`src/rtl/core/assert_macros.svh`:
```
// Assertion helpers used by the controller RTL module.
`ifndef ASSERT_MACROS_SVH
`define ASSERT_MACROS_SVH

// Same-cycle implication, checked outside reset.
`define RAMCT_ASSERT_IMP(label, clk, rst_n, ante, cons, msg) \
    label: assert property (@(posedge clk) disable iff (!rst_n) (ante) |-> (cons)) \
        else $error(msg);

// Next-cycle implication, checked outside reset.
`define RAMCT_ASSERT_NXT(label, clk, rst_n, ante, cons, msg) \
    label: assert property (@(posedge clk) disable iff (!rst_n) (ante) |=> (cons)) \
        else $error(msg);

`endif

```
`src/rtl/core/ramct_pkg.sv`:
```
package ramct_pkg;

    // Tree geometry: a full binary tree over MAX_ELEMENTS leaves, heap numbered from 1.
    localparam int LEAF_BITS    = 16;
    localparam int MAX_ELEMENTS = 1 << LEAF_BITS;
    localparam int NODE_BITS    = LEAF_BITS + 1;
    localparam int NODE_COUNT   = 1 << NODE_BITS;
    localparam int WALK_BITS    = LEAF_BITS + 2;
    localparam int LVL_BITS     = $clog2(LEAF_BITS + 1);
    localparam int CNT_BITS     = 17;
    localparam int IDX_BITS     = 16;

    localparam logic [WALK_BITS-1:0] LEAF_BASE = WALK_BITS'(MAX_ELEMENTS);

    localparam logic CMD_ADD   = 1'b0;
    localparam logic CMD_COUNT = 1'b1;

    typedef logic [CNT_BITS-1:0] cnt_t;

    // One tree node: element counts per residue and the shift still owed to the children.
    typedef struct packed {
        logic [1:0] lazy;
        cnt_t       c2;
        cnt_t       c1;
        cnt_t       c0;
    } node_t;

    typedef enum logic [1:0] {
        PSRC_L0,
        PSRC_R0,
        PSRC_WL,
        PSRC_WR
    } psrc_t;

    typedef enum logic [1:0] {
        RA_SRC,
        RA_SRC_C0,
        RA_C0,
        RA_C1
    } raddr_t;

    typedef enum logic [2:0] {
        WOP_CLEAR,
        WOP_LAZY_CLEAR,
        WOP_ROT_C0,
        WOP_ROT_C1,
        WOP_APPLY,
        WOP_SUM
    } wop_t;

    typedef struct packed {
        logic   load;
        logic   lvl_top;
        logic   lvl_bot;
        logic   lvl_dec;
        logic   lvl_inc;
        logic   p_load;
        psrc_t  p_sel;
        logic   w_init;
        logic   wl_inc;
        logic   wr_dec;
        logic   w_shift;
        logic   rd_en;
        raddr_t rd_sel;
        logic   wr_en;
        wop_t   wr_op;
        logic   shift_save;
        logic   tmp_save;
        logic   acc_add;
        logic   res_fire;
        logic   clr_step;
    } ctl_t;

    typedef struct packed {
        logic is_count;
        logic empty;
        logic cond_l;
        logic cond_r;
        logic lvl_first;
        logic lvl_last;
        logic lazy_zero;
        logic w_lt;
        logic wl_odd;
        logic wr_odd;
        logic clr_done;
    } stat_t;

    // Apply a shift of s (0 to 2) to a node: rotate the residue counts and add to the lazy shift.
    function automatic node_t node_rotate(node_t e, logic [1:0] s);
        node_t      r;
        logic [2:0] sum;
        r = e;
        case (s)
            2'd1:
            begin
                r.c0 = e.c2;
                r.c1 = e.c0;
                r.c2 = e.c1;
            end
            2'd2:
            begin
                r.c0 = e.c1;
                r.c1 = e.c2;
                r.c2 = e.c0;
            end
            default:
            begin
                r = e;
            end
        endcase
        sum = {1'b0, e.lazy} + {1'b0, s};
        r.lazy = (sum >= 3'd3) ? 2'(sum - 3'd3) : sum[1:0];
        return r;
    endfunction

endpackage

```
`src/rtl/core/ramct_ctrl.sv`:
```
`include "assert_macros.svh"

module ramct_ctrl (
    input  logic              clk,
    input  logic              rst_n,
    input  logic              start,
    input  logic              cfg_fire,
    input  ramct_pkg::stat_t  st,
    output ramct_pkg::ctl_t   ctl,
    output logic              busy,
    output logic              cfg_ready,
    output logic              done
);
    import ramct_pkg::*;

    typedef enum logic [3:0] {
        S_CLEAR,
        S_IDLE,
        S_CHECK,
        S_PL_SEL,
        S_PR_SEL,
        S_PU_B,
        S_PU_C,
        S_PU_D,
        S_AP_TEST,
        S_AP_RCHK,
        S_AP_DATA,
        S_UL_SEL,
        S_UR_SEL,
        S_UP_B,
        S_UP_C
    } state_t;

    state_t state_reg;
    state_t state_next;
    logic   side_reg;
    logic   side_next;
    logic   done_reg;
    logic   done_next;
    logic   push_end;
    logic   up_end;

    always_comb
    begin
        ctl        = '0;
        state_next = state_reg;
        side_next  = side_reg;
        done_next  = 1'b0;
        push_end   = 1'b0;
        up_end     = 1'b0;
        case (state_reg)
            S_CLEAR:
            begin
                ctl.wr_en    = 1'b1;
                ctl.wr_op    = WOP_CLEAR;
                ctl.clr_step = 1'b1;
                if (st.clr_done)
                begin
                    state_next = S_IDLE;
                end
            end
            S_IDLE:
            begin
                if (start)
                begin
                    ctl.load   = 1'b1;
                    state_next = S_CHECK;
                end
            end
            S_CHECK:
            begin
                if (st.empty)
                begin
                    if (st.is_count)
                    begin
                        ctl.res_fire = 1'b1;
                        done_next    = 1'b1;
                    end
                    state_next = S_IDLE;
                end
                else
                begin
                    ctl.lvl_top = 1'b1;
                    state_next  = S_PL_SEL;
                end
            end
            S_PL_SEL:
            begin
                side_next = 1'b0;
                if (st.cond_l)
                begin
                    ctl.p_load = 1'b1;
                    ctl.p_sel  = PSRC_L0;
                    ctl.rd_en  = 1'b1;
                    ctl.rd_sel = RA_SRC;
                    state_next = S_PU_B;
                end
                else
                begin
                    state_next = S_PR_SEL;
                end
            end
            S_PR_SEL:
            begin
                side_next = 1'b1;
                if (st.cond_r)
                begin
                    ctl.p_load = 1'b1;
                    ctl.p_sel  = PSRC_R0;
                    ctl.rd_en  = 1'b1;
                    ctl.rd_sel = RA_SRC;
                    state_next = S_PU_B;
                end
                else
                begin
                    push_end = 1'b1;
                end
            end
            S_PU_B:
            begin
                if (st.lazy_zero)
                begin
                    if (side_reg)
                    begin
                        push_end = 1'b1;
                    end
                    else
                    begin
                        state_next = S_PR_SEL;
                    end
                end
                else
                begin
                    ctl.shift_save = 1'b1;
                    ctl.wr_en      = 1'b1;
                    ctl.wr_op      = WOP_LAZY_CLEAR;
                    ctl.rd_en      = 1'b1;
                    ctl.rd_sel     = RA_C0;
                    state_next     = S_PU_C;
                end
            end
            S_PU_C:
            begin
                ctl.wr_en  = 1'b1;
                ctl.wr_op  = WOP_ROT_C0;
                ctl.rd_en  = 1'b1;
                ctl.rd_sel = RA_C1;
                state_next = S_PU_D;
            end
            S_PU_D:
            begin
                ctl.wr_en = 1'b1;
                ctl.wr_op = WOP_ROT_C1;
                if (side_reg)
                begin
                    push_end = 1'b1;
                end
                else
                begin
                    state_next = S_PR_SEL;
                end
            end
            S_AP_TEST:
            begin
                if (!st.w_lt)
                begin
                    if (st.is_count)
                    begin
                        ctl.res_fire = 1'b1;
                        done_next    = 1'b1;
                        state_next   = S_IDLE;
                    end
                    else
                    begin
                        ctl.lvl_bot = 1'b1;
                        state_next  = S_UL_SEL;
                    end
                end
                else if (st.wl_odd)
                begin
                    ctl.p_load = 1'b1;
                    ctl.p_sel  = PSRC_WL;
                    ctl.rd_en  = 1'b1;
                    ctl.rd_sel = RA_SRC;
                    ctl.wl_inc = 1'b1;
                    side_next  = 1'b0;
                    state_next = S_AP_DATA;
                end
                else if (st.wr_odd)
                begin
                    ctl.p_load = 1'b1;
                    ctl.p_sel  = PSRC_WR;
                    ctl.rd_en  = 1'b1;
                    ctl.rd_sel = RA_SRC;
                    ctl.wr_dec = 1'b1;
                    side_next  = 1'b1;
                    state_next = S_AP_DATA;
                end
                else
                begin
                    ctl.w_shift = 1'b1;
                end
            end
            S_AP_RCHK:
            begin
                if (st.wr_odd)
                begin
                    ctl.p_load = 1'b1;
                    ctl.p_sel  = PSRC_WR;
                    ctl.rd_en  = 1'b1;
                    ctl.rd_sel = RA_SRC;
                    ctl.wr_dec = 1'b1;
                    side_next  = 1'b1;
                    state_next = S_AP_DATA;
                end
                else
                begin
                    ctl.w_shift = 1'b1;
                    state_next  = S_AP_TEST;
                end
            end
            S_AP_DATA:
            begin
                if (st.is_count)
                begin
                    ctl.acc_add = 1'b1;
                end
                else
                begin
                    ctl.wr_en = 1'b1;
                    ctl.wr_op = WOP_APPLY;
                end
                if (side_reg)
                begin
                    ctl.w_shift = 1'b1;
                    state_next  = S_AP_TEST;
                end
                else
                begin
                    state_next = S_AP_RCHK;
                end
            end
            S_UL_SEL:
            begin
                side_next = 1'b0;
                if (st.cond_l)
                begin
                    ctl.p_load = 1'b1;
                    ctl.p_sel  = PSRC_L0;
                    ctl.rd_en  = 1'b1;
                    ctl.rd_sel = RA_SRC_C0;
                    state_next = S_UP_B;
                end
                else
                begin
                    state_next = S_UR_SEL;
                end
            end
            S_UR_SEL:
            begin
                side_next = 1'b1;
                if (st.cond_r)
                begin
                    ctl.p_load = 1'b1;
                    ctl.p_sel  = PSRC_R0;
                    ctl.rd_en  = 1'b1;
                    ctl.rd_sel = RA_SRC_C0;
                    state_next = S_UP_B;
                end
                else
                begin
                    up_end = 1'b1;
                end
            end
            S_UP_B:
            begin
                ctl.tmp_save = 1'b1;
                ctl.rd_en    = 1'b1;
                ctl.rd_sel   = RA_C1;
                state_next   = S_UP_C;
            end
            S_UP_C:
            begin
                ctl.wr_en = 1'b1;
                ctl.wr_op = WOP_SUM;
                if (side_reg)
                begin
                    up_end = 1'b1;
                end
                else
                begin
                    state_next = S_UR_SEL;
                end
            end
            default:
            begin
                state_next = S_IDLE;
            end
        endcase

        // End of one level of the downward push pass.
        if (push_end)
        begin
            if (st.lvl_first)
            begin
                ctl.w_init = 1'b1;
                state_next = S_AP_TEST;
            end
            else
            begin
                ctl.lvl_dec = 1'b1;
                state_next  = S_PL_SEL;
            end
        end

        // End of one level of the upward rebuild pass.
        if (up_end)
        begin
            if (st.lvl_last)
            begin
                state_next = S_IDLE;
            end
            else
            begin
                ctl.lvl_inc = 1'b1;
                state_next  = S_UL_SEL;
            end
        end

        if (cfg_fire)
        begin
            state_next = S_CLEAR;
        end
    end

    always_ff @(posedge clk or negedge rst_n)
    begin
        if (!rst_n)
        begin
            state_reg <= S_CLEAR;
            side_reg  <= 1'b0;
            done_reg  <= 1'b0;
        end
        else
        begin
            state_reg <= state_next;
            side_reg  <= side_next;
            done_reg  <= done_next;
        end
    end

    assign busy      = (state_reg != S_IDLE);
    assign cfg_ready = (state_reg == S_IDLE) || (state_reg == S_CLEAR);
    assign done      = done_reg;

    `RAMCT_ASSERT_NXT(a_done_pulse, clk, rst_n, done_reg, !done_reg, "result strobe held")
    `RAMCT_ASSERT_NXT(a_start_busy, clk, rst_n, start && !busy, busy, "item taken but not busy")
    `RAMCT_ASSERT_NXT(a_cfg_clear, clk, rst_n, cfg_fire, state_reg == S_CLEAR, "no clear on size write")
    `RAMCT_ASSERT_IMP(a_done_idle, clk, rst_n, done_reg, state_reg == S_IDLE, "result while walking")

endmodule

```
`config.mk`:
```
export PLATFORM = sky130hd
export DESIGN_NAME = ramct_ctrl
export DESIGN_NICKNAME = d
export VERILOG_FILES = /design/src/rtl/core/ramct_pkg.sv /design/src/rtl/core/ramct_ctrl.sv
export VERILOG_INCLUDE_DIRS = /design/src /design/src/rtl/core
export SDC_FILE = /design/constraint.sdc
export NUM_CORES = 1
export LEC_CHECK = 0
export BUFFER_PORTS_ARGS = -buffer_cell sky130_fd_sc_hd__buf_2
export CAP_MARGIN = 20
export CELL_PAD_IN_SITES_DETAIL_PLACEMENT = 1
export CELL_PAD_IN_SITES_GLOBAL_PLACEMENT = 1
export CORE_ASPECT_RATIO = 1.2
export CORE_UTILIZATION = 33
export DETAILED_ROUTE_END_ITERATION = 6
export GPL_TIMING_DRIVEN = 0
export MAX_ROUTING_LAYER = met4
export PLACE_DENSITY_LB_ADDON = 0.1
export RECOVER_POWER = 50
export SKIP_LAST_GASP = 1
export SLEW_MARGIN = 5
export SYNTH_ARGS = -nofsm -noshare
export SYNTH_HDL_FRONTEND = slang
export SYNTH_SLANG_ARGS = --single-unit
```
`constraint.sdc`:
```
create_clock -name clk -period 4.59 [get_ports clk]
set_input_delay 0.459 -clock clk [delete_from_list [all_inputs] [get_ports clk]]
set_output_delay 0.459 -clock clk [all_outputs]
set_load 0.01 [all_outputs]
```
==> flow_summary.ini <==
[outcome]
status = finished, final reports clean

[setup_path]
end_kind = output pin
crit_slowest_cell = nor4b_1
cpLargestDelayFamily = simple AND/OR/NAND/NOR gates
cp_slowest_stage_delay_ps = 720
worstPathArrival_ps = 2250
start_kind = register
critPathBufInv = 1
crit_type = register to output pin
path_cells = nor4b_1, and3_1, nand2b_1, a311o_1, or2_1, buf_2
cp_max_fo = 7
required_ps = 4130

[detailed_routing]
drt_wl_total_um = 3510
drt_iter0_markers = 12
post_drt_wl_per_cell_um = 16.5
detail_route.first_pass.iterations = 4
drc = 0
postRouteAntennaNets = 0
vias = 1219
viasPerCell = 5.72

[cts]
post_cts_buffers = 0
htree_levels = 1
postCtsHoldBufs = 0
clock_sinks = 6
clock_path_buffers = 2
cts_repair_resize_count = 0
cts_buffers = 3
cts_root_buf = clkbuf_4
cts_tree = built
clk_latency_ps = 270
clkSlewWorstSetupHoldPaths_ps = 40

[logic_synthesis]
synthesis.nets = 150
syn_area_per_cell_um2 = 6.60
synth_top_flop_cell = dfrtp_1
synth.area.top_cells = dfrtp_1 (17%), nor2_1 (7.2%), a21oi_1 (6.2%), nor3_1 (6.2%), nand2b_1 (5.6%)
syn_area_um2 = 891
synth.top_cell.area_share = 0.169
synth_edf_count = 0
postSynthCellCount = 135
ys_seq_area_frac = 0.169
yosysTopAreaCell = dfrtp_1
synth_cell_types = 42
synth.yosys.warnings = 0
ys_ff_latch = 6
ys_async_sr_fraction = 1.00

[grt]
grt_pass1_vias = 1207
grt_max_degree = 11
grt_pass1_wl_um = 5790
overflow = 0
grtUsageTotal = 0.272
grt_antenna_before_repair = 0

[finish]
nNetsFinal = 197
layout-drive-gt1-share = 0.261
antenna_cells = 0
largest_reg_flops = 4
finalNonFillerCells = 213
syn_to_final_growth_pct = 29.8
final_common_cell = buf_2
seq_area_um2 = 150
multi_input_area_um2 = 657
fillCellCount = 391
layout_common_cells = buf_2 (37), nor2_1 (17), clkbuf_1 (14)

[hold_path]
min-delay-path-class = input pin to register

[sta]
fin_crit_ps = 2710
rsz0062_at_grt = false
setup_viol = 0
slew_viol_final = 0
skew_ps = 14.0
hold_violations = 0
max_slew_margin = 0.474
tightest_slew_ps = 778
max_freq_mhz = 369
fin_crit_sh = 0.590
fin_setup_tns_ps = 0

[floorplan]
ios = 42
core_area_um2 = 2550
die_w_um = 49.4
start_util = 0.349
die_h_um = 58.9
fp.dieArea_um2 = 2910
std_cell_rows = 20

[power]
peakVddDrop_mv = 0.0798
seqPwrFrac = 0.318
powerDensity_nw_per_um2 = 157
leakage_nw = 0.534
internal_power_w = 0.000112
power.share.switching = 0.383
combPwrFrac = 0.378
switchingPower_w = 0.0000696
p_clk_frac = 0.304

[placed_design]
numPortBuffers = 41
dp_hpwl_um = 2720
dp_cells = 209
gp_congestion = 0.901

[run]
maxCapViolations = 0
==> worst register-to-register path, stage by stage (launching register included) <==
cell	delay [ps]
dfrtp_1	400
clkbuf_1	360
clkbuf_1	380
clkbuf_1	440
nand3_1	130
a31oi_1	230
o22ai_1	100
==> per-stage QoR <==
step	cell area (um^2)	setup slack, ps	util	power, W	hold slack [ps]
floorplan	891	2480	-	0.000100	163
global placement	1140	2210	0.446	0.000125	288
detailed placement	1140	2210	0.446	0.000127	292
CTS	1160	1930	0.454	0.000182	5.55
global route	1160	1660	0.453	0.000194	428
finish	1160	1880	0.453	0.000182	413
==> cell type report <==
cell class / instances / area share
Clock buffer: 3 / 0.0195
Tap cell: 33 / 0.0357
Sequential cell: 6 / 0.130
Multi-Input combinational cell: 111 / 0.568
Buffer: 12 / 0.0487
Inverter: 6 / 0.0195
Timing Repair Buffer: 42 / 0.179
==> power by group through the flow <==
stage	clock [W]	sequential, W	combinational, W
floorplan	0	0.0000575	0.0000428
global placement	0	0.0000584	0.0000667
detailed placement	0	0.0000585	0.0000681
CTS	0.0000563	0.0000577	0.0000685
global route	0.0000597	0.0000583	0.0000763
finish	0.0000551	0.0000578	0.0000686
==> cell usage after synthesis (4+ instances only) <==
cell type,n
nor2_1,17
a21oi_1,11
nor3_1,11
nand2_1,9
nand2b_1,8
buf_2,7
o21ai_0,7
dfrtp_1,6
inv_1,5
a31oi_1,4
nand3_1,4
nor2b_1,4
nor4_1,4
==> final timing paths <==
kind | from | endpoint | slack (ps) | cells past startpoint
worst max-delay path | state_reg[0] | ctl[11] | 1880 | 6
worst min-delay path | cfg_fire | state_reg[0] | 410 | 2
worst max register to register | state_reg[2] | state_reg[3] | 2440 | 6
worst min register to register | side_reg | side_reg | 700 | 2
max in group asynchronous | rst_n | state_reg[2] | 3710 | 2
min in group asynchronous | rst_n | state_reg[1] | 610 | 2
==> metal layers <==
layer | GRT usage | vias to the layer above | part of all wire
li1 | - | 578 | -
met1 | 0.321 | 593 | 0.41
met2 | 0.464 | 40 | 0.52
met3 | 0.0465 | 8 | 0.050
met4 | 0.0980 | 0 | 0.020
met5 | - | - | 0
==> cells by family after synthesis <==
kind of cell,Yosys count,synth area share
AND/OR/NAND/NOR,69,0.406
AO/OA/AOI/OAI,41,0.320
multiplexers,1,0.0112
flip-flops,6,0.169
buffers and inverters,18,0.0941
No activity file was read; power rests on OpenSTA's default activity.
